==> config.mk <==
export PLATFORM = sky130hd
export DESIGN_NAME = touch_point_calibrate_filter
export DESIGN_NICKNAME = d
export VERILOG_FILES = /design/src/hdl/tpcf_pkg.sv /design/src/hdl/tpcf_front.sv /design/src/hdl/tpcf_queue.sv /design/src/hdl/tpcf_div.sv /design/src/hdl/tpcf_back.sv /design/src/hdl/touch_point_calibrate_filter.sv
export SDC_FILE = /design/constraint.sdc
export NUM_CORES = 2
export LEC_CHECK = 0
export BUFFER_PORTS_ARGS = -buffer_cell sky130_fd_sc_hd__buf_2
export CORE_UTILIZATION = 55
export DETAILED_ROUTE_END_ITERATION = 16
export PLACE_DENSITY = 0.68
export SETUP_SLACK_MARGIN = 0.05
export SYNTH_ARGS = -nofsm -noshare
export SYNTH_HDL_FRONTEND = slang
export SYNTH_SLANG_ARGS = --single-unit
export TNS_END_PERCENT = 10
==> constraint.sdc <==
create_clock -name i_clk -period 8.36 [get_ports i_clk]
set_input_delay 1.672 -clock i_clk [delete_from_list [all_inputs] [get_ports i_clk]]
set_output_delay 1.672 -clock i_clk [all_outputs]
set_load 0.005 [all_outputs]
==> src/hdl/tpcf_pkg.sv <==
package tpcf_pkg;

    // Field widths.
    localparam int RAW_W      = 12;
    localparam int MULT_W     = 11;
    localparam int PROD_W     = RAW_W + MULT_W;
    localparam int OFF_W      = 13;
    localparam int DIV_W      = 13;
    localparam int RES_W      = 12;
    localparam int COORD_W    = 11;
    localparam int CFG_IDX_W  = 3;
    localparam int CFG_DATA_W = 13;

    // Smoothing strength of the first-order filter.
    localparam int FILTER_SHIFT = 2;

    // Depth of the queue between the front and the back.
    localparam int QUEUE_DEPTH = 2;

    // Largest resolution that the clamp honors.
    localparam logic [RES_W-1:0] MAX_RES = RES_W'(2048);

    // Configuration register indexes.
    localparam logic [CFG_IDX_W-1:0] CFG_X_OFFSET = 3'd0;
    localparam logic [CFG_IDX_W-1:0] CFG_X_MULT   = 3'd1;
    localparam logic [CFG_IDX_W-1:0] CFG_X_DIV    = 3'd2;
    localparam logic [CFG_IDX_W-1:0] CFG_Y_OFFSET = 3'd3;
    localparam logic [CFG_IDX_W-1:0] CFG_Y_MULT   = 3'd4;
    localparam logic [CFG_IDX_W-1:0] CFG_Y_DIV    = 3'd5;
    localparam logic [CFG_IDX_W-1:0] CFG_HOR_RES  = 3'd6;
    localparam logic [CFG_IDX_W-1:0] CFG_VER_RES  = 3'd7;

    typedef struct packed {
        logic [RAW_W-1:0] raw_x;
        logic [RAW_W-1:0] raw_y;
        logic             pressed;
    } t_sample;

    typedef struct packed {
        logic [COORD_W-1:0] screen_x;
        logic [COORD_W-1:0] screen_y;
        logic               touch_state;
    } t_result;

    typedef struct packed {
        logic signed [OFF_W-1:0] x_offset;
        logic [MULT_W-1:0]       x_mult;
        logic signed [DIV_W-1:0] x_div;
        logic signed [OFF_W-1:0] y_offset;
        logic [MULT_W-1:0]       y_mult;
        logic signed [DIV_W-1:0] y_div;
        logic [RES_W-1:0]        hor_res;
        logic [RES_W-1:0]        ver_res;
    } t_cfg;

    // What the back has to do with a sample.
    typedef enum logic [1:0] {
        KIND_RELEASE,
        KIND_SEED,
        KIND_TRACK
    } t_kind;

    typedef struct packed {
        t_kind             kind;
        logic [PROD_W-1:0] prod_x;
        logic [PROD_W-1:0] prod_y;
    } t_job;

endpackage

==> src/hdl/tpcf_front.sv <==
module tpcf_front
    import tpcf_pkg::*;
(
    input  logic    i_clk,
    input  logic    i_rst_n,
    input  t_cfg    i_cfg,
    input  logic    i_push,
    input  logic    i_full,
    input  t_sample i_sample,
    output logic    o_push,
    output t_job    o_job
);

    logic r_was_pressed;
    logic n_was_pressed;

    assign o_push = i_push && !i_full;

    always_comb begin
        o_job.prod_x = PROD_W'(i_sample.raw_x) * PROD_W'(i_cfg.x_mult);
        o_job.prod_y = PROD_W'(i_sample.raw_y) * PROD_W'(i_cfg.y_mult);
        if (!i_sample.pressed) begin
            o_job.kind = KIND_RELEASE;
        end else if (!r_was_pressed) begin
            o_job.kind = KIND_SEED;
        end else begin
            o_job.kind = KIND_TRACK;
        end
        n_was_pressed = o_push ? i_sample.pressed : r_was_pressed;
    end

    always_ff @(posedge i_clk) begin
        if (!i_rst_n) begin
            r_was_pressed <= 1'b0;
        end else begin
            r_was_pressed <= n_was_pressed;
        end
    end

endmodule

==> src/hdl/tpcf_queue.sv <==
module tpcf_queue
    import tpcf_pkg::*;
(
    input  logic i_clk,
    input  logic i_rst_n,
    input  logic i_push,
    input  t_job i_job,
    output logic o_full,
    input  logic i_pop,
    output logic o_empty,
    output t_job o_job
);

    localparam int PTR_W = (QUEUE_DEPTH > 1) ? $clog2(QUEUE_DEPTH) : 1;
    localparam int CNT_W = $clog2(QUEUE_DEPTH + 1);

    t_job             r_mem [QUEUE_DEPTH];
    logic [PTR_W-1:0] r_wr_ptr;
    logic [PTR_W-1:0] r_rd_ptr;
    logic [CNT_W-1:0] r_count;

    assign o_full  = (r_count == CNT_W'(QUEUE_DEPTH));
    assign o_empty = (r_count == '0);
    assign o_job   = r_mem[r_rd_ptr];

    function automatic logic [PTR_W-1:0] next_ptr(input logic [PTR_W-1:0] p);
        return (p == PTR_W'(QUEUE_DEPTH - 1)) ? '0 : p + 1'b1;
    endfunction

    always_ff @(posedge i_clk) begin
        if (i_push) begin
            r_mem[r_wr_ptr] <= i_job;
        end
    end

    always_ff @(posedge i_clk) begin
        if (!i_rst_n) begin
            r_wr_ptr <= '0;
            r_rd_ptr <= '0;
            r_count  <= '0;
        end else begin
            if (i_push) begin
                r_wr_ptr <= next_ptr(r_wr_ptr);
            end
            if (i_pop) begin
                r_rd_ptr <= next_ptr(r_rd_ptr);
            end
            if (i_push && !i_pop) begin
                r_count <= r_count + 1'b1;
            end else if (i_pop && !i_push) begin
                r_count <= r_count - 1'b1;
            end
        end
    end

`ifndef NO_ASSERTIONS
    a_count_bound: assert property (@(posedge i_clk) disable iff (!i_rst_n)
        r_count <= CNT_W'(QUEUE_DEPTH))
        else $error("queue count beyond depth");
    a_no_pop_empty: assert property (@(posedge i_clk) disable iff (!i_rst_n)
        !(i_pop && o_empty))
        else $error("queue popped while empty");
    a_no_push_full: assert property (@(posedge i_clk) disable iff (!i_rst_n)
        !(i_push && o_full))
        else $error("queue pushed while full");
`endif

endmodule

==> src/hdl/tpcf_div.sv <==
module tpcf_div
    import tpcf_pkg::*;
(
    input  logic              i_clk,
    input  logic              i_rst_n,
    input  logic              i_start,
    input  logic [PROD_W-1:0] i_dividend,
    input  logic [DIV_W-1:0]  i_divisor,
    output logic              o_busy,
    output logic [PROD_W-1:0] o_quotient
);

    localparam int CNT_W = $clog2(PROD_W + 1);

    logic [CNT_W-1:0]  r_cnt;
    logic [DIV_W-1:0]  r_rem;
    logic [PROD_W-1:0] r_quo;
    logic [DIV_W-1:0]  r_divisor;

    logic [DIV_W:0]    trial;
    logic              ge;
    logic [DIV_W-1:0]  n_rem;
    logic [PROD_W-1:0] n_quo;

    // One restoring step: shift in the next dividend bit, subtract if it fits.
    always_comb begin
        trial = {r_rem, r_quo[PROD_W-1]};
        ge    = (trial >= {1'b0, r_divisor});
        n_rem = ge ? DIV_W'(trial - {1'b0, r_divisor}) : DIV_W'(trial);
        n_quo = {r_quo[PROD_W-2:0], ge};
    end

    assign o_busy     = (r_cnt != '0);
    assign o_quotient = r_quo;

    always_ff @(posedge i_clk) begin
        if (!i_rst_n) begin
            r_cnt <= '0;
        end else if (i_start) begin
            r_cnt <= CNT_W'(PROD_W);
        end else if (o_busy) begin
            r_cnt <= r_cnt - 1'b1;
        end
    end

    always_ff @(posedge i_clk) begin
        if (i_start) begin
            r_rem     <= '0;
            r_quo     <= i_dividend;
            r_divisor <= i_divisor;
        end else if (o_busy) begin
            r_rem <= n_rem;
            r_quo <= n_quo;
        end
    end

`ifndef NO_ASSERTIONS
    a_cnt_bound: assert property (@(posedge i_clk) disable iff (!i_rst_n)
        r_cnt <= CNT_W'(PROD_W))
        else $error("divider step count out of range");
`endif

endmodule

==> src/hdl/tpcf_back.sv <==
module tpcf_back
    import tpcf_pkg::*;
(
    input  logic    i_clk,
    input  logic    i_rst_n,
    input  t_cfg    i_cfg,
    input  logic    i_job_valid,
    input  t_job    i_job,
    output logic    o_job_pop,
    input  logic    i_pop,
    output logic    o_empty,
    output t_result o_out
);

    localparam int V_W = PROD_W + 2;

    typedef enum logic [1:0] {
        ST_IDLE,
        ST_DIV,
        ST_MAP,
        ST_WRITE
    } t_state;

    t_state             r_state;
    t_kind              r_kind;
    logic [COORD_W-1:0] r_px;
    logic [COORD_W-1:0] r_py;
    logic [COORD_W-1:0] r_filt_x;
    logic [COORD_W-1:0] r_filt_y;
    logic               r_out_valid;
    t_result            r_out;

    logic               div_start;
    logic               x_busy;
    logic               y_busy;
    logic [PROD_W-1:0]  x_quo;
    logic [PROD_W-1:0]  y_quo;
    logic [DIV_W-1:0]   x_mag;
    logic [DIV_W-1:0]   y_mag;
    logic               out_free;
    logic [COORD_W-1:0] n_filt_x;
    logic [COORD_W-1:0] n_filt_y;

    // Offset plus signed quotient, then clamp to 0 .. min(resolution, MAX_RES)-1.
    function automatic logic [COORD_W-1:0] map_axis(
        input logic [PROD_W-1:0]       q,
        input logic signed [OFF_W-1:0] off,
        input logic signed [DIV_W-1:0] dv,
        input logic [RES_W-1:0]        res
    );
        logic signed [V_W-1:0] qs;
        logic signed [V_W-1:0] v;
        logic [RES_W-1:0]      res_eff;
        logic [COORD_W-1:0]    lim;
        qs = signed'({2'b00, q});
        if (dv[DIV_W-1]) begin
            qs = -qs;
        end
        if (dv == '0) begin
            qs = '0;
        end
        v       = V_W'(off) + qs;
        res_eff = (res > MAX_RES) ? MAX_RES : res;
        lim     = COORD_W'(res_eff - 1'b1);
        if (res == '0 || v < 0) begin
            return '0;
        end else if (v > signed'({{(V_W - COORD_W){1'b0}}, lim})) begin
            return lim;
        end else begin
            return v[COORD_W-1:0];
        end
    endfunction

    function automatic logic [COORD_W-1:0] iir(
        input logic [COORD_W-1:0] p,
        input logic [COORD_W-1:0] prev
    );
        return (p >> FILTER_SHIFT) + prev - (prev >> FILTER_SHIFT);
    endfunction

    assign x_mag = i_cfg.x_div[DIV_W-1] ? DIV_W'(-i_cfg.x_div) : DIV_W'(i_cfg.x_div);
    assign y_mag = i_cfg.y_div[DIV_W-1] ? DIV_W'(-i_cfg.y_div) : DIV_W'(i_cfg.y_div);

    assign o_job_pop = (r_state == ST_IDLE) && i_job_valid;
    assign div_start = o_job_pop && (i_job.kind != KIND_RELEASE);
    assign out_free  = !r_out_valid || i_pop;
    assign o_empty   = !r_out_valid;
    assign o_out     = r_out;

    tpcf_div u_div_x (
        .i_clk      (i_clk),
        .i_rst_n    (i_rst_n),
        .i_start    (div_start),
        .i_dividend (i_job.prod_x),
        .i_divisor  (x_mag),
        .o_busy     (x_busy),
        .o_quotient (x_quo)
    );

    tpcf_div u_div_y (
        .i_clk      (i_clk),
        .i_rst_n    (i_rst_n),
        .i_start    (div_start),
        .i_dividend (i_job.prod_y),
        .i_divisor  (y_mag),
        .o_busy     (y_busy),
        .o_quotient (y_quo)
    );

    always_comb begin
        if (r_kind == KIND_SEED) begin
            n_filt_x = iir(r_px, r_px);
            n_filt_y = iir(r_py, r_py);
        end else begin
            n_filt_x = iir(r_px, r_filt_x);
            n_filt_y = iir(r_py, r_filt_y);
        end
    end

    always_ff @(posedge i_clk) begin
        if (!i_rst_n) begin
            r_state     <= ST_IDLE;
            r_out_valid <= 1'b0;
            r_filt_x    <= '0;
            r_filt_y    <= '0;
        end else begin
            // In the write step a popped result is replaced by the new one.
            if (i_pop && r_out_valid && r_state != ST_WRITE) begin
                r_out_valid <= 1'b0;
            end
            unique case (r_state)
                ST_IDLE: begin
                    if (o_job_pop) begin
                        r_kind  <= i_job.kind;
                        r_state <= (i_job.kind == KIND_RELEASE) ? ST_WRITE : ST_DIV;
                    end
                end
                ST_DIV: begin
                    if (!x_busy) begin
                        r_state <= ST_MAP;
                    end
                end
                ST_MAP: begin
                    r_px    <= map_axis(x_quo, i_cfg.x_offset, i_cfg.x_div, i_cfg.hor_res);
                    r_py    <= map_axis(y_quo, i_cfg.y_offset, i_cfg.y_div, i_cfg.ver_res);
                    r_state <= ST_WRITE;
                end
                ST_WRITE: begin
                    if (out_free) begin
                        r_out_valid <= 1'b1;
                        if (r_kind == KIND_RELEASE) begin
                            r_out.screen_x    <= r_filt_x;
                            r_out.screen_y    <= r_filt_y;
                            r_out.touch_state <= 1'b0;
                        end else begin
                            r_filt_x          <= n_filt_x;
                            r_filt_y          <= n_filt_y;
                            r_out.screen_x    <= n_filt_x;
                            r_out.screen_y    <= n_filt_y;
                            r_out.touch_state <= 1'b1;
                        end
                        r_state <= ST_IDLE;
                    end
                end
                default: begin
                    r_state <= ST_IDLE;
                end
            endcase
        end
    end

`ifndef NO_ASSERTIONS
    a_div_lockstep: assert property (@(posedge i_clk) disable iff (!i_rst_n)
        x_busy == y_busy)
        else $error("axis dividers out of step");
    a_write_done: assert property (@(posedge i_clk) disable iff (!i_rst_n)
        (r_state == ST_WRITE && out_free) |=> (r_out_valid && r_state == ST_IDLE))
        else $error("result not loaded after write");
`endif

endmodule

==> src/hdl/touch_point_calibrate_filter.sv <==
// Touch point calibration and smoothing.
// Input channel: a request carries one raw sample (raw_x, raw_y, pressed) on
// i_in; it is taken at a clock edge where push is high and full is low.
// Result channel: while empty is low, o_out holds the oldest result (screen_x,
// screen_y, touch_state); it is taken at an edge where pop is high.
// Every request gives exactly one result, in order.
// Processing: a pressed sample goes through the queue pop, the two 23-step
// restoring dividers (one per axis, run side by side), divider finish,
// mapping and write steps. A released sample goes from the queue pop straight
// to the write step. The back finishes one sample at a time and takes no new
// sample until it is through with the last; a two-entry queue lets the front
// keep taking requests while the back works.
// Configuration written through i_cfg_we, i_cfg_idx and i_cfg_data takes effect
// at once. Write it only while idle; the block itself does not enforce this.
// Reset (synchronous, i_rst_n low) empties the queue and result register,
// zeroes the filtered point, marks the panel released and restores the
// calibration registers to their defaults.
// When the receiver stalls, the finished result waits in the output register,
// the back stops in its write step and the queue fills until full rises.
module touch_point_calibrate_filter
    import tpcf_pkg::*;
(
    input  logic                  i_clk,
    input  logic                  i_rst_n,
    input  logic                  push,
    output logic                  full,
    input  t_sample               i_in,
    output logic                  empty,
    input  logic                  pop,
    output t_result               o_out,
    input  logic                  i_cfg_we,
    input  logic [CFG_IDX_W-1:0]  i_cfg_idx,
    input  logic [CFG_DATA_W-1:0] i_cfg_data
);

    // Calibration register file, shared by the front (scale numerators) and
    // the back (offsets, divisors and clamp limits).
    t_cfg r_cfg;

    logic q_push;
    logic q_full;
    logic q_pop;
    logic q_empty;
    t_job front_job;
    t_job back_job;

    always_ff @(posedge i_clk) begin
        if (!i_rst_n) begin
            r_cfg.x_offset <= '0;
            r_cfg.x_mult   <= MULT_W'(1);
            r_cfg.x_div    <= DIV_W'(1);
            r_cfg.y_offset <= '0;
            r_cfg.y_mult   <= MULT_W'(1);
            r_cfg.y_div    <= DIV_W'(1);
            r_cfg.hor_res  <= RES_W'(800);
            r_cfg.ver_res  <= RES_W'(480);
        end else if (i_cfg_we) begin
            unique case (i_cfg_idx)
                CFG_X_OFFSET: r_cfg.x_offset <= OFF_W'(i_cfg_data);
                CFG_X_MULT:   r_cfg.x_mult   <= i_cfg_data[MULT_W-1:0];
                CFG_X_DIV:    r_cfg.x_div    <= DIV_W'(i_cfg_data);
                CFG_Y_OFFSET: r_cfg.y_offset <= OFF_W'(i_cfg_data);
                CFG_Y_MULT:   r_cfg.y_mult   <= i_cfg_data[MULT_W-1:0];
                CFG_Y_DIV:    r_cfg.y_div    <= DIV_W'(i_cfg_data);
                CFG_HOR_RES:  r_cfg.hor_res  <= i_cfg_data[RES_W-1:0];
                CFG_VER_RES:  r_cfg.ver_res  <= i_cfg_data[RES_W-1:0];
                default: begin
                end
            endcase
        end
    end

    // The front classifies each sample as release, press edge or held press
    // and forms the raw-times-numerator products.
    tpcf_front u_front (
        .i_clk    (i_clk),
        .i_rst_n  (i_rst_n),
        .i_cfg    (r_cfg),
        .i_push   (push),
        .i_full   (q_full),
        .i_sample (i_in),
        .o_push   (q_push),
        .o_job    (front_job)
    );

    tpcf_queue u_queue (
        .i_clk   (i_clk),
        .i_rst_n (i_rst_n),
        .i_push  (q_push),
        .i_job   (front_job),
        .o_full  (q_full),
        .i_pop   (q_pop),
        .o_empty (q_empty),
        .o_job   (back_job)
    );

    // The back divides, maps, clamps, filters and holds the result.
    tpcf_back u_back (
        .i_clk       (i_clk),
        .i_rst_n     (i_rst_n),
        .i_cfg       (r_cfg),
        .i_job_valid (!q_empty),
        .i_job       (back_job),
        .o_job_pop   (q_pop),
        .i_pop       (pop),
        .o_empty     (empty),
        .o_out       (o_out)
    );

    assign full = q_full;

endmodule
; Word-level counts from Yosys, hierarchy flattened
; Memory sizes are Yosys's and may differ from the RTL's. A register that Yosys moved wholly into a read port is not among the register bits.
; Index checks and enable logic that the tools add are counted.
[word_totals]
ff_bits = 283
mem_bits_rw = 96
input_bits = 46
output_inout_bits = 25
wordCells = 176
memories = 1
[mem_list]
columns = name, depth, width, rd, rd_clocked_by_memory_dff, wr, line_no
row1 = u_queue.r_mem, 2, 48, 1, 1, 1, tpcf_queue.sv:17  ; t_job r_mem [QUEUE_DEPTH];
[op_classes]
n_addsub = 24
n_mul = 2
order_cmp = 8
n_eq_ne = 16
mux = 45
bitwise_logic = 2
n_reduce_logical = 44
[ops]
columns = operator, n
row1 = 25-bit two-way mux, 8
row2 = 23-bit two-way mux, 5
row3 = 11-bit two-way mux, 6
row4 = 13-bit by 25-bit adder with 25-bit output, 2
row5 = 25-bit by 12-bit greater-than comparator with 1-bit output, 2
row6 = 25-bit by 1-bit less-than comparator with 1-bit output (second input constant), 2
row7 = 23-bit negation with 25-bit output, 2
row8 = 12-bit by 11-bit multiplier with 23-bit output, 2
row9 = 9-bit by 11-bit adder with 11-bit output, 4
row10 = 11-bit by 9-bit subtractor with 11-bit output, 4
row11 = 14-bit by 13-bit greater-or-equal comparator with 1-bit output, 2
row12 = 13-bit logical NOT, 2
row13 = 13-bit two-way mux, 2
row14 = 13-bit negation, 2
row15 = 13-bit subtractor, 2
row16 = 12-bit greater-than comparator (second input constant), 2
row17 = 12-bit logical NOT, 2
row18 = 12-bit two-way mux, 2
row19 = 11-bit by 1-bit subtractor with 11-bit output (second input constant), 2
row20 = 5-bit two-way mux, 4
row21 = 2-bit AND reduction, 9
row22 = 2-bit two-way mux, 8
row23 = 3-bit equality test (second input constant), 4
row24 = 3-bit AND reduction, 4
row25 = 21 further kinds, 57

; Depth between registers and ports, before layout
[depth]
ltp_word = 8
mapped_depth = 32
ltp_nobuf = 29

; Hierarchy
; A second synthesis with hierarchy kept.
[hier_totals]
hier_cells = 3637
area_unflattened_um2 = 33689.8
[by_module_without_submodules]
columns = mod, n_inst, cells_each, area_each_um2, seq_area_each_um2
row1 = tpcf_back, 1, 1542, 11626.2, 1911.8
row2 = tpcf_front, 1, 1038, 8827.2, 20.0
row3 = tpcf_div, 2, 267, 2949.1, 1441.4
row4 = tpcf_queue, 1, 171, 3682.3, 2982.9
row5 = touch_point_calibrate_filter, 1, 352, 3656.0, 1961.9

; Worst setup path after synthesis
; OpenSTA, ideal clock, no wires.
[synth_path]
kind = in2reg
startpoint = in i_in[13] (netlist bit)
endpoint = mem u_queue.r_mem[0][45] (netlist bit), data pin
setup_time_ps = 264
t_arrival_ps = 6803
required_ps = 8096
path_slack_ps = 1292
stages = 20
n_path_buf = 1
path_cell_list = clkbuf_1 > nand2_1 > fa_1 > fa_1 > inv_1 > fa_1 > fa_1 > inv_1 > fa_1 > inv_1 > ha_1 > and2_1 > o21ai_0 > o21ai_0 > o41ai_1 > o21ai_0 > o41a_1 > a21o_1 > a21oi_1 > xnor2_1
[synth_rtl]
columns = item, line_no
row1 = start: declaration, touch_point_calibrate_filter.sv:27  ; input t_sample i_in,
row2 = end: declaration, tpcf_queue.sv:17

==> out/qor.yml <==
clock_tree:
  clk_pin_slew_worst_paths_ns: 0.06
  cts-root-buf: "clkbuf_16"
  cts_buffers: 42
  cts_tree: "done"
  cts_resized: 0
  clockBufferDepth: 3
  postCtsHoldBufs: 0
  worstSkewPairLatency_ns: 0.58
  post-cts-setup-buffers: 0
  htree_levels: 2
  numClockSinks: 380
cells_and_area:
  area_growth_pct: 6.741
  drive_gt1_frac: 0.05612
  antenna_cells: 0
  fill_cells: 5216
  fin_nets: 4192
sta:
  fin_tns_setup_ns: 0
  fin_crit_sh: 0.8169
  skew_ns: 0.02368
  final_max_slew_viol_count: 0
  tightest_slew_ns: 1.106
  hold_ws_ns: 0.4602
  hold_viol: 0
  relSlewSlack: 0.2627
  max_freq_ghz: 0.1464
  setup_viol: 0
  rsz0062_at_grt: "no"
  period_needed_ns: 6.830
floorplan:
  die_w_um: 244.4
  core-area_mm2: 0.05792
  ios: 71
  die_height_um: 244.4
  start_util: 0.5580
  dieArea_mm2: 0.05973
  rows: 88
detailed_routing:
  post_drt_wl_per_cell_um: 15.86
  route.detailed.drc: 0
  antenna_left: 0
  vias: 24390
  drt_iter0_drc: 1286
  totalWireLength_um: 70370
  vias_per_cell: 5.498
  first_pass_iters: 5
global_routing:
  grt_pass1_wl_um: 116000
  grt_max_degree: 84
  grt_usage: 0.2369
  overflow: 0
  antenna_found_initial: 5
  grt_pass1_vias: 23050
yosys:
  synthArstFlopShare: 0
  yosysWarnings: 0
  synth_edf_count: 215
  ys_seq_area_frac: 0.3020
  synth_area_per_cell_um2: 8.779
  synth_cell_types: 82
  netlist_instances: 3681
  netlist_area_mm2: 0.03231
  synthFlopType: "edfxtp_1"
  synth_nets: 4233
  ys_seq_elements: 380
placed_design:
  place.gp.congestion: 0.8910
  port_buffers: 70
  dp_hpwl_um: 54580
setup_path:
  reg2reg_from: "r_cfg[61]$_SDFFE_PN1P_"
  reg2reg_to: "u_back.r_px[3]$_SDFFCE_PP0P_"
  start_kind: "input pin"
  arrival_ns: 7.14
  r2r_cells: 26
  critPathCaptureType: "flop"
  cp_max_fo: 11
  cp.required_ns: 8.67
  rrSetupSlack_ns: 1.63
  crit_type: "in2reg"
min_path:
  min_path_cells: 2
  holdPathEnd: "r_cfg[55]$_SDFFE_PN0P_"
  hp-class: "reg2reg"
  worstHoldStart: "r_cfg[55]$_SDFFE_PN0P_"
pwr:
  peakVddDrop_uv: 181.0
  power.leakage_nw: 15.07
  powerDensity_mw_per_mm2: 254.1
flow_run:
  maxCapViolCount: 0
outcome:
  status: "completed"
[kinds of logic after synthesis]
kind of cell               Yosys count  share of synthesized area
xor gates and xnor gates           183                    0.04960
adders and majority gates          506                     0.2428
AOI/OAI and AO/OA                  740                     0.1364
muxes                               80                    0.02505
DFF                                380                     0.3020
buffers and inverters              560                    0.06598
and+or+nand+nor                   1232                     0.1781
[cell usage in the layout, fill, tap and decap left out, types with 8 or more instances in the layout]
master,count
mux2i_1,73
or2_2,25
nor2_1,174
and2_1,129
o211ai_1,23
nor3_1,73
nor4_1,12
o21ai_0,228
and3_1,14
or3_1,36
a21boi_0,14
clkinv_1,8
o21bai_1,10
nand2_1,582
or4_1,9
o21a_1,26
a21oi_1,257
ha_1,304
xnor2_1,124
a211oi_1,37
inv_1,388
a21o_1,50
buf_4,16
fa_1,202
clkbuf_16,45
buf_2,70
o31ai_1,13
dfxtp_1,164
nor2b_1,31
xor2_1,59
nand3_1,58
nand2b_1,39
edfxtp_1,215
a31oi_1,23
[where the power goes]
part | total, mW | switching, mW | internal [mW]
Combinational | 3.98 | 2.35 | 1.64
Clock | 1.85 | 0.747 | 1.11
Sequential | 2.93 | 0.367 | 2.56
Total | 8.76 | 3.46 | 5.30
[per-layer routing]
metal | GRT usage | share of wire | vias to the layer above
met4 | 0.04779 | 0.018 | 6
li1 | - | - | 12320
met2 | 0.3969 | 0.46 | 464
met5 | 0 | 0.00053 | -
met3 | 0.03490 | 0.051 | 98
met1 | 0.3253 | 0.47 | 11500
[cell usage after synthesis, types with 15 or more instances]
| master | number | share of area |
|---|---|---|
| dfxtp_1 | 165 | 0.10 |
| inv_1 | 388 | 0.045 |
| nor2b_1 | 31 | 0.0060 |
| a21oi_1 | 257 | 0.040 |
| o211ai_1 | 23 | 0.0053 |
| or2_2 | 26 | 0.0050 |
| nand2b_1 | 39 | 0.0076 |
| and2_1 | 129 | 0.025 |
| or3_1 | 36 | 0.0070 |
| a21o_1 | 50 | 0.012 |
| xor2_1 | 59 | 0.016 |
| mux2i_1 | 73 | 0.023 |
| o21a_1 | 26 | 0.0060 |
| nand2_1 | 582 | 0.068 |
| and3_1 | 15 | 0.0029 |
| ha_1 | 304 | 0.12 |
| nor3_1 | 74 | 0.011 |
| a31oi_1 | 25 | 0.0048 |
| xnor2_1 | 124 | 0.034 |
| clkbuf_1 | 147 | 0.017 |
| nand3_1 | 58 | 0.0090 |
| a211oi_1 | 37 | 0.0086 |
| fa_1 | 202 | 0.13 |
| nor2_1 | 175 | 0.020 |
| o21ai_0 | 228 | 0.035 |
| edfxtp_1 | 215 | 0.20 |
[worst max-delay path by stage]
stage | from | endpoint | slack, ns | cells after the start
2_1_floorplan | i_in[13] | u_queue.r_mem[0][45]$_DFFE_PP_ | 1.29 | 20
3_3_place_gp | i_in[13] | u_queue.r_mem[0][45]$_DFFE_PP_ | 1.00 | 20
3_5_place_dp | i_in[13] | u_queue.r_mem[1][45]$_DFFE_PP_ | 0.94 | 20
4_1_cts | i_in[13] | u_queue.r_mem[1][45]$_DFFE_PP_ | 1.53 | 20
5_1_grt | r_cfg[62]$_SDFFE_PN0P_ | u_back.r_px[3]$_SDFFCE_PP0P_ | 1.03 | 27
6_report | i_in[14] | u_queue.r_mem[1][45]$_DFFE_PP_ | 1.53 | 20
[sequential cells by signal (all words and copies together), names as in the netlist, 5 cells and up, named ones only]
register                   cells
u_back.o_out                  23
u_back.u_div_y.r_divisor      13
r_cfg                         98
u_queue.r_mem                 96
u_back.u_div_y.r_cnt           5
u_back.u_div_y.r_rem          13
u_back.u_div_x.r_cnt           5
u_back.r_py                   11
u_back.u_div_x.o_quotient     23
u_back.r_filt_x               11
u_back.u_div_y.o_quotient     23
u_back.u_div_x.r_divisor      13
u_back.r_px                   11
u_back.r_filt_y               11
u_back.u_div_x.r_rem          13
[area by class of cell]
class                      count  area, um2  area share
clock buffer                  56       1207     0.03500
clock inverter                19      177.7    0.005151
inverter                     389       1463     0.04240
multi-input combinational   2741      20460      0.5931
sequential                   380       9761      0.2830
tap                          765      957.2     0.02775
timing repair buffer          86      470.5     0.01364
[critical path, stage by stage]
cell and delay (ns):
buf_2 0.19, nand2_1 0.10, fa_1 0.52, fa_1 0.55, inv_1 0.06, fa_1 0.50
fa_1 0.54, inv_1 0.05, fa_1 0.52, inv_1 0.04, ha_1 0.35, and2_1 0.16
o21ai_0 0.13, o21ai_0 0.15, o41ai_1 0.49, o21ai_0 0.28, o41a_1 0.40, a21o_1 0.19
a21oi_1 0.17, xnor2_1 0.10
[metrics by stage]
stage / std cells / util / setup WS (ns) / power, mW / area (um2)
finish: 4436 / 0.5956 / 1.530 / 8.763 / 34490
global route: 4436 / 0.5956 / 1.029 / 9.473 / 34490
CTS: 4436 / 0.5956 / 1.528 / 8.804 / 34490
detailed placement: 4361 / 0.5717 / 0.9440 / 6.927 / 33110
global placement: 4361 / 0.5717 / 1.002 / 6.864 / 33110
floorplan: 3681 / - / 1.292 / 5.980 / 32310
Power figures use the tool's default switching activity.
